--- src/rtl/iha_pkg.sv ---
// shared constants, coefficient table and control types for the allpass pair
package iha_pkg;

   localparam int SAMPLE_WIDTH_DEF       = 16;
   localparam int INTERNAL_WIDTH_DEF     = 20;
   localparam int SECTIONS_PER_CHAIN_DEF = 4;

   // squared coefficients are unsigned Q0.18
   localparam int COEF_FRAC  = 18;
   localparam int COEF_ROUND = 1 << (COEF_FRAC - 1);

   // round(c*c * 2^18) for each chain and section slot
   function automatic logic [COEF_FRAC-1:0] coef_lookup(input logic chain,
                                                        input logic [1:0] slot);
      logic [COEF_FRAC-1:0] a;
      a = '0;
      if (!chain) begin
         case (slot)
            2'd0:    a = 18'd125672;
            2'd1:    a = 18'd229695;
            2'd2:    a = 18'd256009;
            2'd3:    a = 18'd261489;
            default: a = '0;
         endcase
      end else begin
         case (slot)
            2'd0:    a = 18'd42404;
            2'd1:    a = 18'd192159;
            2'd2:    a = 18'd247818;
            2'd3:    a = 18'd259679;
            default: a = '0;
         endcase
      end
      return a;
   endfunction

   typedef struct packed {
      logic accept;    // take the input item, start at section 0
      logic rd_en;     // read history row at rd_addr
      logic mul_en;    // form x + y2 and multiply by the coefficient
      logic acc_en;    // round, subtract x2, saturate, write history
      logic load_out;  // move the finished result to the output register
   } iha_cmd_type;

   typedef struct packed {
      logic out_free;  // output register empty or being taken
   } iha_status_type;

endpackage

--- src/rtl/iha_req_if.sv ---
// input sample channel
interface iha_req_if #(
   parameter int SAMPLE_WIDTH = iha_pkg::SAMPLE_WIDTH_DEF
);
   logic                           valid;
   logic                           ready;
   logic signed [SAMPLE_WIDTH-1:0] sample;

   modport source (output valid, output sample, input ready);
   modport sink   (input valid, input sample, output ready);
endinterface

--- src/rtl/iha_rsp_if.sv ---
// quadrature output channel
interface iha_rsp_if #(
   parameter int SAMPLE_WIDTH = iha_pkg::SAMPLE_WIDTH_DEF
);
   logic                           valid;
   logic                           ready;
   logic signed [SAMPLE_WIDTH-1:0] sine_path;
   logic signed [SAMPLE_WIDTH-1:0] cosine_path;

   modport source (output valid, output sine_path, output cosine_path, input ready);
   modport sink   (input valid, input sine_path, input cosine_path, output ready);
endinterface

--- src/rtl/iir_hilbert_allpass_pair.sv ---
// allpass pair Hilbert splitter: one item in, one quadrature pair out
// each item passes from accept through every section of both chains to the output register
// a new item is taken only after the previous one is done, set by one shared multiply-add
//   stepping through each section of both chains and one history memory port
// a waiting result sits in the output register while the sequencer is free again
// synchronous reset clears all section history, the sine delay and the output valid
module iir_hilbert_allpass_pair #(
   parameter int SAMPLE_WIDTH       = iha_pkg::SAMPLE_WIDTH_DEF,
   parameter int INTERNAL_WIDTH     = iha_pkg::INTERNAL_WIDTH_DEF,
   parameter int SECTIONS_PER_CHAIN = iha_pkg::SECTIONS_PER_CHAIN_DEF
) (
   input logic      clock,
   input logic      reset,
   iha_req_if.sink  req_if,
   iha_rsp_if.source rsp_if
);
   import iha_pkg::*;

   localparam int ADDR_WIDTH = $clog2(2 * SECTIONS_PER_CHAIN);

   iha_cmd_type           cmd;
   iha_status_type        status;
   logic [ADDR_WIDTH-1:0] sect;
   logic [ADDR_WIDTH-1:0] rd_addr;

   iha_ctrl #(
      .SECTIONS_PER_CHAIN (SECTIONS_PER_CHAIN),
      .ADDR_WIDTH         (ADDR_WIDTH)
   ) u_ctrl (
      .clock     (clock),
      .reset     (reset),
      .req_valid (req_if.valid),
      .req_ready (req_if.ready),
      .status    (status),
      .cmd       (cmd),
      .sect      (sect),
      .rd_addr   (rd_addr)
   );

   iha_datapath #(
      .SAMPLE_WIDTH       (SAMPLE_WIDTH),
      .INTERNAL_WIDTH     (INTERNAL_WIDTH),
      .SECTIONS_PER_CHAIN (SECTIONS_PER_CHAIN),
      .ADDR_WIDTH         (ADDR_WIDTH)
   ) u_datapath (
      .clock           (clock),
      .reset           (reset),
      .cmd             (cmd),
      .sect            (sect),
      .rd_addr         (rd_addr),
      .status          (status),
      .req_sample      (req_if.sample),
      .rsp_valid       (rsp_if.valid),
      .rsp_ready       (rsp_if.ready),
      .rsp_sine_path   (rsp_if.sine_path),
      .rsp_cosine_path (rsp_if.cosine_path)
   );

endmodule

--- src/rtl/iha_ctrl.sv ---
// sequencer stepping one shared multiply-add through all sections of both chains
module iha_ctrl #(
   parameter int SECTIONS_PER_CHAIN = iha_pkg::SECTIONS_PER_CHAIN_DEF,
   parameter int ADDR_WIDTH         = $clog2(2 * SECTIONS_PER_CHAIN)
) (
   input  logic                    clock,
   input  logic                    reset,
   input  logic                    req_valid,
   output logic                    req_ready,
   input  iha_pkg::iha_status_type status,
   output iha_pkg::iha_cmd_type    cmd,
   output logic [ADDR_WIDTH-1:0]   sect,
   output logic [ADDR_WIDTH-1:0]   rd_addr
);
   import iha_pkg::*;

   localparam logic [ADDR_WIDTH-1:0] LAST_SECT = ADDR_WIDTH'(2 * SECTIONS_PER_CHAIN - 1);

   typedef enum logic [3:0] {
      ST_IDLE = 4'b0001,
      ST_MUL  = 4'b0010,
      ST_ACC  = 4'b0100,
      ST_DONE = 4'b1000
   } state_type;

   state_type             state_ff, state_in;
   logic [ADDR_WIDTH-1:0] sect_ff, sect_in;

   always_comb begin
      state_in  = state_ff;
      sect_in   = sect_ff;
      cmd       = '0;
      rd_addr   = '0;
      req_ready = 1'b0;
      case (state_ff)
         ST_IDLE: begin
            req_ready = 1'b1;
            if (req_valid) begin
               cmd.accept = 1'b1;
               cmd.rd_en  = 1'b1;
               sect_in    = '0;
               state_in   = ST_MUL;
            end
         end
         ST_MUL: begin
            cmd.mul_en = 1'b1;
            state_in   = ST_ACC;
         end
         ST_ACC: begin
            cmd.acc_en = 1'b1;
            if (sect_ff == LAST_SECT) begin
               state_in = ST_DONE;
            end else begin
               // prefetch the next section's history while this one is written
               cmd.rd_en = 1'b1;
               rd_addr   = sect_ff + ADDR_WIDTH'(1);
               sect_in   = sect_ff + ADDR_WIDTH'(1);
               state_in  = ST_MUL;
            end
         end
         ST_DONE: begin
            if (status.out_free) begin
               cmd.load_out = 1'b1;
               state_in     = ST_IDLE;
            end
         end
         default: state_in = ST_IDLE;
      endcase
   end

   always_ff @(posedge clock) begin
      if (reset) begin
         state_ff <= ST_IDLE;
         sect_ff  <= '0;
      end else begin
         state_ff <= state_in;
         sect_ff  <= sect_in;
      end
   end

   assign sect = sect_ff;

endmodule

--- src/rtl/iha_datapath.sv ---
// section history memory, shared multiply-add and output register
module iha_datapath #(
   parameter int SAMPLE_WIDTH       = iha_pkg::SAMPLE_WIDTH_DEF,
   parameter int INTERNAL_WIDTH     = iha_pkg::INTERNAL_WIDTH_DEF,
   parameter int SECTIONS_PER_CHAIN = iha_pkg::SECTIONS_PER_CHAIN_DEF,
   parameter int ADDR_WIDTH         = $clog2(2 * SECTIONS_PER_CHAIN)
) (
   input  logic                           clock,
   input  logic                           reset,
   input  iha_pkg::iha_cmd_type           cmd,
   input  logic [ADDR_WIDTH-1:0]          sect,
   input  logic [ADDR_WIDTH-1:0]          rd_addr,
   output iha_pkg::iha_status_type        status,
   input  logic signed [SAMPLE_WIDTH-1:0] req_sample,
   output logic                           rsp_valid,
   input  logic                           rsp_ready,
   output logic signed [SAMPLE_WIDTH-1:0] rsp_sine_path,
   output logic signed [SAMPLE_WIDTH-1:0] rsp_cosine_path
);
   import iha_pkg::*;

   localparam int IW        = INTERNAL_WIDTH;
   localparam int SW        = SAMPLE_WIDTH;
   localparam int DEPTH     = 2 * SECTIONS_PER_CHAIN;
   localparam int ROW_WIDTH = 4 * IW;
   localparam int PW        = IW + COEF_FRAC + 2;
   localparam int EXT       = IW - SW;
   localparam logic [ADDR_WIDTH-1:0] CHAIN0_END = ADDR_WIDTH'(SECTIONS_PER_CHAIN - 1);
   localparam logic [ADDR_WIDTH-1:0] LAST_SECT  = ADDR_WIDTH'(DEPTH - 1);
   localparam logic signed [IW-1:0]  INT_MAX    = {1'b0, {(IW-1){1'b1}}};
   localparam logic signed [IW-1:0]  INT_MIN    = {1'b1, {(IW-1){1'b0}}};
   localparam logic signed [SW-1:0]  OUT_MAX    = {1'b0, {(SW-1){1'b1}}};
   localparam logic signed [SW-1:0]  OUT_MIN    = {1'b1, {(SW-1){1'b0}}};

   // history row per section: {y2, y1, x2, x1}
   logic [ROW_WIDTH-1:0] hist_mem [DEPTH];
   logic [DEPTH-1:0]     row_valid_ff;
   logic [ROW_WIDTH-1:0] rd_row_ff;
   logic                 rd_valid_ff;
   logic [ROW_WIDTH-1:0] row;

   logic signed [IW-1:0]     x_ff, x_in;
   logic signed [SW-1:0]     sample_ff;
   logic signed [PW-1:0]     prod_ff, prod_in;
   logic signed [SW-1:0]     sine_now_ff;
   logic signed [SW-1:0]     cos_now_ff;
   logic signed [SW-1:0]     sine_delay_ff;
   logic                     rsp_valid_ff;
   logic signed [SW-1:0]     rsp_sine_ff;
   logic signed [SW-1:0]     rsp_cos_ff;

   logic signed [IW-1:0]         x1, x2, y1, y2;
   logic signed [IW:0]           sum;
   logic signed [COEF_FRAC:0]    coef;
   logic                         chain;
   logic [31:0]                  slot_full;
   logic signed [PW-1:0]         rounded;
   logic signed [IW+1:0]         scaled;
   logic signed [IW+2:0]         diff;
   logic signed [IW-1:0]         y_sat;
   logic signed [SW-1:0]         y_out;
   logic signed [IW-1:0]         sample_ext;

   assign row = rd_valid_ff ? rd_row_ff : '0;
   assign x1  = row[IW-1:0];
   assign x2  = row[2*IW-1:IW];
   assign y1  = row[3*IW-1:2*IW];
   assign y2  = row[4*IW-1:3*IW];

   assign sample_ext = {{EXT{sample_ff[SW-1]}}, sample_ff};

   // coefficient slot wraps every four sections within a chain
   assign chain     = (sect > CHAIN0_END);
   assign slot_full = 32'(sect) - (chain ? 32'(SECTIONS_PER_CHAIN) : 32'd0);
   assign coef      = {1'b0, coef_lookup(chain, slot_full[1:0])};

   assign sum     = {x_ff[IW-1], x_ff} + {y2[IW-1], y2};
   assign prod_in = sum * coef;

   // round half up, then floor shift by the coefficient fraction
   assign rounded = prod_ff + PW'(COEF_ROUND);
   assign scaled  = rounded[PW-1:COEF_FRAC];
   assign diff    = {scaled[IW+1], scaled} - {{3{x2[IW-1]}}, x2};

   always_comb begin
      if ((&diff[IW+2:IW-1]) || !(|diff[IW+2:IW-1])) begin
         y_sat = diff[IW-1:0];
      end else if (diff[IW+2]) begin
         y_sat = INT_MIN;
      end else begin
         y_sat = INT_MAX;
      end
   end

   always_comb begin
      if ((&y_sat[IW-1:SW-1]) || !(|y_sat[IW-1:SW-1])) begin
         y_out = y_sat[SW-1:0];
      end else if (y_sat[IW-1]) begin
         y_out = OUT_MIN;
      end else begin
         y_out = OUT_MAX;
      end
   end

   always_comb begin
      x_in = x_ff;
      if (cmd.accept) begin
         x_in = {{EXT{req_sample[SW-1]}}, req_sample};
      end else if (cmd.acc_en) begin
         // second chain restarts from the input sample
         x_in = (sect == CHAIN0_END) ? sample_ext : y_sat;
      end
   end

   always_ff @(posedge clock) begin
      if (cmd.acc_en) begin
         hist_mem[sect] <= {y1, y_sat, x1, x_ff};
      end
      if (cmd.rd_en) begin
         rd_row_ff   <= hist_mem[rd_addr];
         rd_valid_ff <= row_valid_ff[rd_addr];
      end
   end

   always_ff @(posedge clock) begin
      if (reset) begin
         row_valid_ff <= '0;
      end else if (cmd.acc_en) begin
         row_valid_ff[sect] <= 1'b1;
      end
   end

   always_ff @(posedge clock) begin
      x_ff <= x_in;
      if (cmd.accept) begin
         sample_ff <= req_sample;
      end
      if (cmd.mul_en) begin
         prod_ff <= prod_in;
      end
      if (cmd.acc_en && sect == CHAIN0_END) begin
         sine_now_ff <= y_out;
      end
      if (cmd.acc_en && sect == LAST_SECT) begin
         cos_now_ff <= y_out;
      end
      if (cmd.load_out) begin
         rsp_sine_ff <= sine_delay_ff;
         rsp_cos_ff  <= cos_now_ff;
      end
   end

   always_ff @(posedge clock) begin
      if (reset) begin
         rsp_valid_ff  <= 1'b0;
         sine_delay_ff <= '0;
      end else begin
         if (cmd.load_out) begin
            rsp_valid_ff  <= 1'b1;
            sine_delay_ff <= sine_now_ff;
         end else if (rsp_ready) begin
            rsp_valid_ff <= 1'b0;
         end
      end
   end

   assign status.out_free = !rsp_valid_ff || rsp_ready;
   assign rsp_valid       = rsp_valid_ff;
   assign rsp_sine_path   = rsp_sine_ff;
   assign rsp_cosine_path = rsp_cos_ff;

endmodule
--- src/flat_wrapper.sv ---
// flat-port wrapper written by rule: the top's interface ports become plain ports
module iir_hilbert_allpass_pair_flat import iha_pkg::*;
#(
   parameter int SAMPLE_WIDTH       = iha_pkg::SAMPLE_WIDTH_DEF,
   parameter int INTERNAL_WIDTH     = iha_pkg::INTERNAL_WIDTH_DEF,
   parameter int SECTIONS_PER_CHAIN = iha_pkg::SECTIONS_PER_CHAIN_DEF
)
  (clock, reset, req_if_valid, req_if_sample, req_if_ready, rsp_if_valid, rsp_if_sine_path, rsp_if_cosine_path, rsp_if_ready);
  iha_req_if #(.SAMPLE_WIDTH(SAMPLE_WIDTH)) req_if_i ();
  iha_rsp_if #(.SAMPLE_WIDTH(SAMPLE_WIDTH)) rsp_if_i ();
  input logic clock;
  input logic reset;
  input wire logic [$bits(req_if_i.valid)-1:0] req_if_valid;
  input wire logic [$bits(req_if_i.sample)-1:0] req_if_sample;
  output wire logic [$bits(req_if_i.ready)-1:0] req_if_ready;
  output wire logic [$bits(rsp_if_i.valid)-1:0] rsp_if_valid;
  output wire logic [$bits(rsp_if_i.sine_path)-1:0] rsp_if_sine_path;
  output wire logic [$bits(rsp_if_i.cosine_path)-1:0] rsp_if_cosine_path;
  input wire logic [$bits(rsp_if_i.ready)-1:0] rsp_if_ready;
  assign req_if_i.valid = req_if_valid;
  assign req_if_i.sample = req_if_sample;
  assign req_if_ready = req_if_i.ready;
  assign rsp_if_valid = rsp_if_i.valid;
  assign rsp_if_sine_path = rsp_if_i.sine_path;
  assign rsp_if_cosine_path = rsp_if_i.cosine_path;
  assign rsp_if_i.ready = rsp_if_ready;
  iir_hilbert_allpass_pair #(.SAMPLE_WIDTH(SAMPLE_WIDTH), .INTERNAL_WIDTH(INTERNAL_WIDTH), .SECTIONS_PER_CHAIN(SECTIONS_PER_CHAIN)) u_core (.clock(clock), .reset(reset), .req_if(req_if_i), .rsp_if(rsp_if_i));
endmodule
--- config.mk ---
export PLATFORM = sky130hd
export DESIGN_NAME = iir_hilbert_allpass_pair_flat
export DESIGN_NICKNAME = d
export VERILOG_FILES = /design/src/rtl/iha_pkg.sv /design/src/rtl/iha_req_if.sv /design/src/rtl/iha_rsp_if.sv /design/src/rtl/iir_hilbert_allpass_pair.sv /design/src/rtl/iha_ctrl.sv /design/src/rtl/iha_datapath.sv /design/src/flat_wrapper.sv
export SDC_FILE = /design/constraint.sdc
export NUM_CORES = 2
export LEC_CHECK = 0
export BUFFER_PORTS_ARGS = -buffer_cell sky130_fd_sc_hd__buf_2
export CORE_MARGIN = 4
export CORE_UTILIZATION = 58
export DETAILED_ROUTE_END_ITERATION = 6
export PLACE_DENSITY = 0.76
export SYNTH_ARGS = -nofsm -noshare
export SYNTH_HDL_FRONTEND = slang
export SYNTH_SLANG_ARGS = --single-unit
--- constraint.sdc ---
create_clock -name clock -period 8.2 [get_ports clock]
set_input_delay 0.41 -clock clock [delete_from_list [all_inputs] [get_ports clock]]
set_output_delay 0.41 -clock clock [all_outputs]
set_load 0.02 [all_outputs]
== Yosys cells after proc, flatten, opt, wreduce, memory -nomap -nowiden ==
Memory sizes are Yosys's and may differ from the RTL's. A register that Yosys moved wholly into a read port is not among the register bits.
Index checks and enable logic that the tools add are counted.
Widths: inputs -> output; s select.

* Memories: 1
* Register bits after elaboration: 173
* RAM bits: 640
* Output and inout bits: 34
* Input port bits: 20

{| class="wikitable"
|+ Memories
! name !! depth !! bits a word !! rd ports !! clocked after memory_dff !! wr ports !! line !! RTL
|-
| u_core.u_datapath.hist_mem || 8 || 80 || 1 || 1 || 1 || iha_datapath.sv:36 || <nowiki>logic [ROW_WIDTH-1:0] hist_mem [DEPTH];</nowiki>
|}

* Equality and inequality tests: 12
* Add/sub/neg operators: 5
* Reduce and logical (&&, ||, !) cells: 19
* Multipliers: 1
* Multiplexer cells: 37
* Bitwise gates (word level): 1
* Order comparisons: 4

{| class="wikitable"
|+ Operators by type and width
! kind !! number
|-
| $pmux 18 s4 || 2
|-
| $mux 20 || 5
|-
| $mux 80 || 1
|-
| $add 40x19->40 const B || 1
|-
| $mul 21x19->40 || 1
|-
| $mux 16 || 2
|-
| $sub 22x20->23 || 1
|-
| $add 20x20->21 || 1
|-
| $mux 18 || 1
|-
| $pmux 4 s4 || 1
|-
| $mux 1 || 13
|-
| $mux 3 || 4
|-
| $mux 4 || 3
|-
| $lt 3x4->1 const B || 2
|-
| $or 8x8->8 || 1
|-
| $pmux 3 s2 || 1
|-
| $reduce_bool 2->1 || 3
|-
| $reduce_and 5->1 || 1
|-
| $reduce_or 5->1 || 1
|-
| $eq 2x2->1 const B || 2
|-
| $eq 4x1->1 const B || 1
|-
| $eq 4x2->1 const B || 1
|-
| $eq 4x3->1 const B || 1
|-
| $eq 4x4->1 const B || 1
|-
| 21 further kinds || 28
|}

== Longest topological paths before layout ==
* Depth in word-level cells: 10
* Mapped depth: 43
* Mapped depth without buffers: 38

== Cells and area by module ==
From an unflattened synthesis, not the netlist that was laid out.

* Cells, all modules: 3,403
* Area, all modules: 48,462.7 µm²

{| class="wikitable"
|+ Modules (own cells, without submodules)
! module !! cells each !! seq. area each (µm²) !! instances !! area an instance (µm²)
|-
| iha_datapath || 3,352 || 25,844.8 || 1 || 48,006.0
|-
| iha_ctrl || 51 || 140.1 || 1 || 456.7
|}

== Worst setup path after synthesis ==
OpenSTA, ideal clock, no wires.

* Path kind: register to register
* Start point: register u_core.u_datapath.rd_valid_ff
* End point: register u_core.u_datapath.prod_ff[39] (data pin)
* Arrival: 8.757 ns
* Buffers on the path: 5
* Cell stages (with the launch flop): 39
* Clock period less this slack: 9.023 ns
* Path slack: -0.823 ns
* Setup time: 0.266 ns
* Path through: edfxtp_1 > clkbuf_1 > clkbuf_1 > and2_1 > ha_1 > inv_1 > fa_1 > nor2b_1 > o21a_1 > o21ai_0 > a211oi_1 > a211oi_1 > a21oi_1 > and4b_1 > or2_2 > clkbuf_1 > clkbuf_1 > nand2_1 > [3 not listed] > xor2_1 > inv_1 > fa_1 > fa_1 > fa_1 > inv_1 > fa_1 > inv_1 > ha_1 > nand4_1 > nor2_1 > inv_1 > o221ai_1 > a21o_1 > nor2_1 > o31ai_1 > and4_1 > nor3_1

* Longest elaborated chain between the ends: 3

{| class="wikitable"
|+ Ends and longest elaborated chain
! element !! line !! RTL
|-
| from (decl) || iha_datapath.sv:39 || <nowiki>logic rd_valid_ff;</nowiki>
|-
| from (signal assigned) || iha_datapath.sv:121 || <nowiki>rd_valid_ff <= row_valid_ff[rd_addr];</nowiki>
|-
| $mux 80 || iha_datapath.sv:64 || <nowiki>assign row = rd_valid_ff ? rd_row_ff : '0;</nowiki>
|-
| $add 20x20->21 || iha_datapath.sv:77 || <nowiki>assign sum = {x_ff[IW-1], x_ff} + {y2[IW-1], y2};</nowiki>
|-
| $mul 21x19->40 || iha_datapath.sv:78 || <nowiki>assign prod_in = sum * coef;</nowiki>
|-
| via u_core.u_datapath.prod_in[39] || iha_datapath.sv:44 || <nowiki>logic signed [PW-1:0] prod_ff, prod_in;</nowiki>
|-
| to (signal assigned) || iha_datapath.sv:139 || <nowiki>prod_ff <= prod_in;</nowiki>
|-
| to (decl) || iha_datapath.sv:44 ||
|}

The timed path passes the listed nets, and every way through them passes these cells.
A chain may end at the register's enable or synchronous reset.

== Final worst setup path ==
* Start point: register u_core.u_datapath.rd_valid_ff
* End point: register u_core.u_datapath.prod_ff[30] (data pin)

The elaborated chain is that of the path after synthesis.

==> results.sh <==
export IMPL_grt_overflow=0
export IMPL_grt_first_pass_wirelength_um=179000
export IMPL_yosys_warnings=0
export IMPL_clock_sinks=876
export IMPL_clk_pin_slew_worst_paths_ns=0.07
export IMPL_avgSynthCellArea_um2=14.1
export IMPL_synth_flop_cell="edfxtp_1"
export IMPL_fin_crit_ns=8.18
export IMPL_async_reset_ff_share_pct=0
export IMPL_fin_nets=4282
export IMPL_synthXorXnorAreaFrac_pct=1.84
export IMPL_final_period_utilization_pct=99.8
export IMPL_cts_tree="yes"
export IMPL_worst_skew_pair_late_latency_ns=0.65
export IMPL_postRouteAntennaNets=0
export IMPL_ctsLongestPathBuffers=3
export IMPL_grt_max_degree=125
export IMPL_cts_buffers_inserted=80
export IMPL_io_buffers=53
export IMPL_timing_critical_path_from="u_core.u_datapath.rd_valid_ff"
export IMPL_grt_pass1_vias=30200
export IMPL_core_area_um2=83600
export IMPL_hold_viol=0
export IMPL_fin_util_pct=66.3
export IMPL_chipHeight_um=298
export IMPL_synthMuxAreaShare_pct=9.62
export IMPL_num_io_pins=54
export IMPL_critPathMaxStageDelay_ns=0.57
export IMPL_holdPathStages=1
export IMPL_cp_end_kind="flip-flop"
export IMPL_r2r_cells=36
export IMPL_drc=0
export IMPL_drive_gt1_share_pct=21.3
export IMPL_rsz0062_at_grt="true"
export IMPL_worstSetupPathType="reg -> reg"
export IMPL_start_kind="flip-flop"
export IMPL_drt_iter0_drc=3132
export IMPL_stdcell_area_um2=55400
export IMPL_status="complete, no violations"
export IMPL_maxSlewViolCount=0
export IMPL_synth_simple_area_share_pct=7.51
export IMPL_avgRoutedWirePerCell_um=23.9
export IMPL_tightest_slew_ns=1.31
export IMPL_synth_fa_ha_area_share_pct=19.2
export IMPL_synth_top_area_share_pct=51.8
export IMPL_r2r_start="u_core.u_datapath.rd_valid_ff"
export IMPL_synth_compound_area_share_pct=3.89
export IMPL_grt_total_usage_pct=26.5
export IMPL_yosysSeqAreaShare_pct=53.2
export IMPL_max_freq_mhz=122
export IMPL_synth_top_family_by_area="adder cells"
export IMPL_gp_congestion=0.964
export IMPL_die_x_um=298
export IMPL_yosys_area_top_type="edfxtp_1"
export IMPL_cp_required_ns=8.58
export IMPL_netlist_area_um2=48900
export IMPL_via_per_inst=6.02
export IMPL_finalSetupViolCount=0
export IMPL_area_growth_pct=13.3
export IMPL_hp_class="in -> reg"
export IMPL_timing_reg2reg_setup_slack_ns=0.02
export IMPL_ys_seq_elements=876
export IMPL_ys_types=80
export IMPL_synth_area_leaders="edfxtp_1, fa_1, mux4_2"
export IMPL_synthCells=3475
export IMPL_arrival_ns=8.56
export IMPL_start_util_pct=58.5
export IMPL_fin_skew_ns=0.0297
export IMPL_fillers=5717
export IMPL_place_area_um2=52000
export IMPL_reg2reg_to="u_core.u_datapath.prod_ff[30]"
export IMPL_path_max_fanout=8
export IMPL_ctsHtreeMaxLevel=3
export IMPL_timing_max_slew_rel_slack_pct=11.8
export IMPL_routed_wl_um=117000
export IMPL_synth_edf_count=844
export IMPL_max_cap_violations=0
export IMPL_synth_fp_nets=4023
export IMPL_crit_end="u_core.u_datapath.prod_ff[30]"
export IMPL_dpl_hpwl_um=78300
export IMPL_dieArea_um2=89000
export IMPL_drt_pass1_iter_count=6
export IMPL_rows=106
export IMPL_via_count=29400
export IMPL_antenna_found_initial=1
export IMPL_cp_slowest_cell="fa_1"
export IMPL_cts_root_buf="clkbuf_16"
==> cell usage in the layout (no fill, tap or decap), types with 14 or more instances in the layout <==
cell type  count
a21o_1        39
mux4_2       162
a21oi_1       67
dfxtp_1       32
ha_1         144
nand2b_1      25
nor3_1        26
clkbuf_16     80
o21ai_1       14
clkinv_1      23
nand3_1       27
xnor2_1       68
buf_2         54
xor2_1        29
mux2_2        83
edfxtp_1     844
buf_4        227
and2_1        74
fa_1         362
inv_1        465
clkbuf_1      19
nor2_1       258
o21ai_0       43
nand2_1      268
nor2_2        14
a21oi_2       16
==> state kept, by name, summed over array words and instances (netlist names) <==
signal and count:
u_core.u_datapath.sine_delay_ff 16, u_core.u_datapath.prod_ff 23, u_core.u_datapath.rd_valid_ff 1, u_core.u_datapath.row_valid_ff 8, u_core.u_datapath.sine_now_ff 16, u_core.u_datapath.cos_now_ff 16
u_core.u_datapath.hist_mem 640, u_core.u_datapath.rsp_cosine_path 16, u_core.u_datapath.rd_row_ff 80, u_core.u_datapath.rsp_valid 1, u_core.u_datapath.rsp_sine_path 16, u_core.u_datapath.x_ff 20
u_core.u_ctrl.state_ff 4, u_core.u_ctrl.sect 3, u_core.u_datapath.sample_ff 16
==> cells by family (layout without fill, tap and decap cells) <==
kind of cell	count (synthesis)	after routing
AOI/OAI and AO/OA	287	287
muxes	257	257
xor gates and xnor gates	102	102
other	0	2
adders and majority gates	528	528
and+or+nand+nor	810	810
DFF	876	876
buffers and inverters	615	939
==> Yosys cell counts, drive strengths merged, types with 3 or more instances <==
library cell,instances
edfxtp,844
inv,478
fa,372
nor2,282
nand2,274
mux4,162
ha,156
clkbuf,111
a21oi,85
mux2,83
and2,75
xnor2,71
o21ai,59
a21o,39
nor3,36
dfxtp,32
xor2,31
nand3,27
nand2b,25
buf,18
and3,15
o21a,13
or2,13
a31oi,12
mux2i,12
nand4,12
nor2b,11
nor4,9
o211ai,9
clkinv,8
or3,8
a211o,7
a211oi,5
a32oi,5
and4,5
o21bai,5
o22ai,5
o41ai,5
a21boi,4
o311ai,4
or3b,4
or4,4
a221o,3
a22o,3
==> per-stage QoR <==
step | std cells | setup TNS, ns | setup slack, ns | hold slack (ns)
global placement | 4712 | -0.393 | -0.148 | 0.403
detailed placement | 4712 | -1.61 | -0.260 | 0.405
finish | 4881 | 0 | 0.0155 | 0.0196
floorplan | 3475 | -0.00103 | -0.00103 | 0.400
global route | 4880 | -4.14 | -0.357 | 0.00161
CTS | 4871 | 0 | 0.00989 | 0.00345
==> worst min path at each step <==
| stage | startpoint | to | slack [ns] |
|---|---|---|---|
| after global placement | u_core.u_datapath.cos_now_ff[5] | u_core.u_datapath.rsp_cosine_path[5] | 0.40 |
| final | req_if_sample[6] | u_core.u_datapath.sample_ff[6] | 0.02 |
| after detailed placement | u_core.u_datapath.cos_now_ff[10] | u_core.u_datapath.rsp_cosine_path[10] | 0.40 |
| after floorplan | u_core.u_datapath.cos_now_ff[0] | u_core.u_datapath.rsp_cosine_path[0] | 0.40 |
| after CTS | req_if_sample[8] | u_core.u_datapath.sample_ff[8] | 0.003 |
| after global routing | req_if_sample[6] | u_core.u_datapath.sample_ff[6] | 0.002 |
==> worst max-delay path: cells and delay by family (launching register included) <==
| kind | cells | cell delay (ns) |
|---|---|---|
| xor+xnor | 2 | 0.29 |
| simple gates | 5 | 0.66 |
| flops | 1 | 0.50 |
| buf+inv | 9 | 0.71 |
| compound gates | 11 | 2.37 |
| fa+ha+maj | 9 | 3.36 |
==> layout make-up <==
cell class / instances / area, um2 / area share [%]
timing repair buffer: 306 / 2330 / 4.21
multi-input combinational: 1984 / 21200 / 38.3
clock inverter: 43 / 504 / 0.910
clock buffer: 104 / 2140 / 3.87
antenna: 2 / 5.00 / 0.00904
inverter: 486 / 1830 / 3.31
sequential: 876 / 26000 / 46.9
tap: 1080 / 1350 / 2.44
==> routing by layer <==
| layer | vias to the layer above | global-route usage [%] | part of all wire [%] |
|---|---|---|---|
| met5 | - | 0 | 0 |
| met4 | 0 | 9.13 | 4.0 |
| met3 | 275 | 3.77 | 8.4 |
| met2 | 1413 | 42.9 | 48 |
| met1 | 15100 | 37.7 | 40 |
| li1 | 12600 | - | - |
==> what timing repair did <==
action / 4_1_cts / 5_1_grt
endpoints found under the setup margin: 14 / 19
setup buffers: 8 / 9
pin swaps: 25 / 38
hold buffers: 4 / 0
hold endpoints to repair: 4 / 0
cloned: 0 / 1
resized for setup: 27 / 92
Power is left out: the tool's default activity adds up to more than one toggle a clock period on the data nets, which glitch-free logic cannot reach.
